--- config.mk ---
export PLATFORM = sky130hd
export DESIGN_NAME = lsi_ctrl
export DESIGN_NICKNAME = d
export VERILOG_FILES = /design/src/rtl/lsi_pkg.sv /design/src/rtl/lsi_ctrl.sv
export SDC_FILE = /design/constraint.sdc
export NUM_CORES = 1
export LEC_CHECK = 0
export BUFFER_PORTS_ARGS = -buffer_cell sky130_fd_sc_hd__buf_4
export CAP_MARGIN = 15
export CORE_MARGIN = 2
export CORE_UTILIZATION = 52
export DETAILED_ROUTE_END_ITERATION = 10
export PLACE_DENSITY_LB_ADDON = 0.05
export SLEW_MARGIN = 10
export SYNTH_ARGS = -nofsm -noshare
export SYNTH_HDL_FRONTEND = slang
export SYNTH_SLANG_ARGS = --single-unit
--- constraint.sdc ---
create_clock -name clk -period 2.8 [get_ports clk]
set_input_delay 0.14 -clock clk [delete_from_list [all_inputs] [get_ports clk]]
set_output_delay 0.14 -clock clk [all_outputs]
set_load 0.02 [all_outputs]
--- src/rtl/lsi_pkg.sv ---
`timescale 1ns / 1ps
// Shared package for the LMS system identifier: field widths, register indexes,
// reset values and the command and status types between controller and datapath.
// No dependencies.
package lsi_pkg;

	localparam int ADAPT_TAPS_DEF = 256;
	localparam int FIXED_TAPS_DEF = 5;

	localparam int SAMPLE_W = 16;
	localparam int OUT_W = 18;
	localparam int WEIGHT_W = 48;
	localparam int WSPLIT = 24;
	localparam int WFRAC = 40;
	localparam int CFRAC = 15;
	localparam int MU_W = 6;

	localparam int CFG_IDX_W = 3;
	localparam int CFG_DATA_W = 16;
	localparam int NUM_COEFF_REGS = 5;

	localparam logic [CFG_IDX_W-1:0] REG_MU_SHIFT = 3'd0;
	localparam logic [CFG_IDX_W-1:0] REG_FIXED_COEFF_0 = 3'd1;

	localparam logic [MU_W-1:0] MU_RESET = 6'd40;
	localparam logic signed [SAMPLE_W-1:0] COEFF_RESET = 16'sd6554;
	localparam logic signed [OUT_W-1:0] OUT_MAX = 18'sd131071;
	localparam logic signed [OUT_W-1:0] OUT_MIN = -18'sd131072;

	typedef struct packed {
		logic clear;
		logic push;
		logic rewind;
		logic mac_issue;
		logic upd_issue;
		logic fin1;
		logic fin2;
		logic load_out;
	} lsi_cmd_t;

	typedef struct packed {
		logic last_pass;
		logic last_taps;
	} lsi_status_t;

endpackage

--- src/rtl/lsi_ctrl.sv ---
`timescale 1ns / 1ps
// Controller for the LMS system identifier: sequences the clearing pass, the
// filter pass, the result and the weight update. Depends on lsi_pkg.
module lsi_ctrl import lsi_pkg::*; (
	input  logic        clk,
	input  logic        arst_n,
	input  logic        in_valid,
	output logic        in_stall,
	output logic        out_valid,
	input  logic        out_stall,
	input  lsi_status_t status,
	output lsi_cmd_t    cmd
);

	typedef enum logic [11:0] {
		ST_CLEAR  = 12'b000000000001,
		ST_IDLE   = 12'b000000000010,
		ST_MAC    = 12'b000000000100,
		ST_MAC_D1 = 12'b000000001000,
		ST_MAC_D2 = 12'b000000010000,
		ST_FIN1   = 12'b000000100000,
		ST_FIN2   = 12'b000001000000,
		ST_RESULT = 12'b000010000000,
		ST_UPD    = 12'b000100000000,
		ST_UPD_D1 = 12'b001000000000,
		ST_UPD_D2 = 12'b010000000000,
		ST_UPD_D3 = 12'b100000000000
	} lsi_state_t;

	lsi_state_t state_q, state_d;
	logic out_valid_q;
	logic out_free;

	assign out_free = !out_valid_q || !out_stall;
	assign out_valid = out_valid_q;
	assign in_stall = (state_q != ST_IDLE);

	always_comb begin
		state_d = state_q;
		cmd = '0;
		case (state_q)
			ST_CLEAR: begin
				cmd.clear = 1'b1;
				if (status.last_taps) begin
					state_d = ST_IDLE;
				end
			end
			ST_IDLE: begin
				if (in_valid) begin
					cmd.push = 1'b1;
					state_d = ST_MAC;
				end
			end
			ST_MAC: begin
				cmd.mac_issue = 1'b1;
				if (status.last_pass) begin
					state_d = ST_MAC_D1;
				end
			end
			ST_MAC_D1: begin
				state_d = ST_MAC_D2;
			end
			ST_MAC_D2: begin
				state_d = ST_FIN1;
			end
			ST_FIN1: begin
				cmd.fin1 = 1'b1;
				cmd.rewind = 1'b1;
				state_d = ST_FIN2;
			end
			ST_FIN2: begin
				cmd.fin2 = 1'b1;
				state_d = ST_RESULT;
			end
			ST_RESULT: begin
				if (out_free) begin
					cmd.load_out = 1'b1;
					state_d = ST_UPD;
				end
			end
			ST_UPD: begin
				cmd.upd_issue = 1'b1;
				if (status.last_taps) begin
					state_d = ST_UPD_D1;
				end
			end
			ST_UPD_D1: begin
				state_d = ST_UPD_D2;
			end
			ST_UPD_D2: begin
				state_d = ST_UPD_D3;
			end
			ST_UPD_D3: begin
				state_d = ST_IDLE;
			end
			default: begin
				state_d = ST_CLEAR;
			end
		endcase
	end

	always_ff @(posedge clk or negedge arst_n) begin
		if (!arst_n) begin
			state_q <= ST_CLEAR;
			out_valid_q <= 1'b0;
		end else begin
			state_q <= state_d;
			if (cmd.load_out) begin
				out_valid_q <= 1'b1;
			end else if (out_valid_q && !out_stall) begin
				out_valid_q <= 1'b0;
			end
		end
	end

endmodule

==> reports/qor.yml <==
status: "completed"
drive_above_1_share_pct: 26.0
cts_buffers: 3
vias: 678
fin_crit_sh_pct: 83.5
preCtsSetupSlack_ps: 686
worstPathCellList: "nor4_4 -> nand2_2 -> or4b_1 -> nor2_1 -> buf_4"
die_h_microns: 43.7
max_slew.worst_pin.slew_ps: 515
drc: 0
crit_arrival_ps: 2200
power.density_nw_per_um2: 667
skew_ps: 5.76
holdWs_ps: 57.4
ys_seq_area_share_pct: 39.8
setup-violations-final: 0
cts_tree: "yes"
cp-start-kind: "register"
clk_latency_ps: 280
min_period_ps: 2340
crit_fanout: 8
synth_nets: 94
initial_core_util_pct: 55.0
grt_overflow_total: 0
grt_pass1_wl_microns: 2720
n_antenna_cell: 0
die-area_sq_um: 1910
relSlewSlack_pct: 65.4
ys_dominant_reg_cell: "dfrtp_1"
synth.avg_cell_area_sq_um: 9.31
antenna_left: 0
fill_cells: 130
ys_ff_latch: 13
hold_viol_final: 0
routedWlPerCell_microns: 13.9
port_buffers: 15
layout_setup_ws_ps: 463
cts_sinks: 13
drt_iter0_markers: 9
synth_cell_types: 38
final_cells: 116
io_pins: 16
r2r_slack_ps: 660
crit_type: "reg2out"
synth_edf_count: 0
dp_cells: 111
grt_max_degree: 14
area_delta_synth_final_pct: 15.1
drt_wl_total_microns: 1620
grt_pass1_vias: 616
crit_slowest_cell: "or4b_1"
max_freq_mhz: 428
antenna_found_initial: 0
cts-resized-gates: 0
rsz0062_at_grt: "false"
core.rowCount: 14
drv_cap: 0
syn_area_sq_um: 820
viasPerCell: 5.84
coreArea_sq_um: 1490
p_leak_nw: 0.480
final_util_pct: 63.4
critPathMaxStageDelay_ps: 630
worst-endpoint-required_ps: 2660
gp_congestion: 0.808
cts-root-buf: "clkbuf_4"
cts.htree.levels: 1
vdd_ir_drop_max_mv: 0.366
synthArstFlopShare_pct: 100
hpwl_microns: 1220
yosysWarnings: 0
drv_slew: 0
synthCells: 88
setup_tns_ps: 0
die_w_microns: 43.7
first_pass_iters: 5
grtUsageTotal_pct: 19.6
clk_pin_slew_ps: 80
end_kind: "output pin"
hold_class: "in2reg"
clockBufferDepth: 2
final_nets: 107
==> cells in the final DEF, fill, tap and decap left out, types with 2 or more instances in the layout <==
cell type and count:
buf_4 15, dfrtp_1 12, nor3_1 7, nand2_1 6, nor2_1 6, o21ai_0 5, inv_1 4, xor2_1 4
nor4b_1 3, nand4_1 3, nand2b_1 3, clkbuf_4 3, nor4_4 2, or4_1 2, nor3b_1 2, nor4_1 2
==> metal layers <==
| layer | track usage, % | wire length, microns |
|---|---|---|
| met5 | 0 | 0 |
| met3 | 2.50 | 57 |
| met1 | 26.3 | 760 |
| met4 | 10.9 | 39 |
| met2 | 30.6 | 761 |
==> layout make-up <==
type	instances	area [sq um]	share of cell area [%]
clock buffer	4	26.3	2.79
timing repair buffer	16	123	13.0
multi-input combinational	63	433	45.9
tap	16	20.0	2.12
sequential	13	327	34.6
inverter	4	15.0	1.59
==> cells by family after synthesis <==
kind of cell,synth area share [%]
AO/OA/AOI/OAI,11.1
XOR/XNOR,4.27
flip-flops,39.8
AND/OR/NAND/NOR,37.4
buffers and inverters,7.33
==> sequential cells by signal, indices dropped and copies added (netlist names) <==
name,count
out_valid,1
state_q,12
==> timing repair <==
action                    4_1_cts  5_1_grt
hold buffers                    1        0
hold endpoints to repair       13        0
setup buffers                   0        0
==> where the power goes <==
group / switching, W / leakage, nW / internal [W]
registers: 0.0000368 / 0.177 / 0.000214
clock network: 0.0000624 / 0.0150 / 0.0000554
logic: 0.000140 / 0.289 / 0.000120
total: 0.000239 / 0.480 / 0.000389
==> metrics by stage <==
step                      power [W]  area [sq um]
after global routing       0.000671           943
final                      0.000629           943
after CTS                  0.000631           943
after global placement     0.000511           907
after floorplan            0.000443           820
after detailed placement   0.000511           907
==> worst paths after layout <==
| path | cells after the start | end | from |
|---|---|---|---|
| worst max-delay path | 5 | cmd[6] | state_q[8] |
| worst min-delay path | 2 | state_q[8] | status[0] |
| worst max register to register | 5 | state_q[1] | state_q[8] |
| worst min register to register | 2 | out_valid | out_valid |
| max in group asynchronous | 2 | state_q[0] | arst_n |
| min in group asynchronous | 2 | state_q[10] | arst_n |
==> synthesized netlist by cell type, types with 3 or more instances <==
cell      number  area (sq um)
dfrtp_1       12           300
nor3_1         7          35.0
nand2_1        6          22.5
nor2_1         6          22.5
o21ai_0        5          25.0
inv_1          4          15.0
xor2_1         4          35.0
clkbuf_1       3          11.3
nand2b_1       3          18.8
nand4_1        3          18.8
nor4b_1        3          26.3
==> critical path, delay by kind of cell, from the launching register on <==
kind                   cells  cell delay, ps
DFF                        1             470
and+or+nand+nor            4            1300
buffers and inverters      1             150
Note: power is estimated with default switching activity, not from simulation.
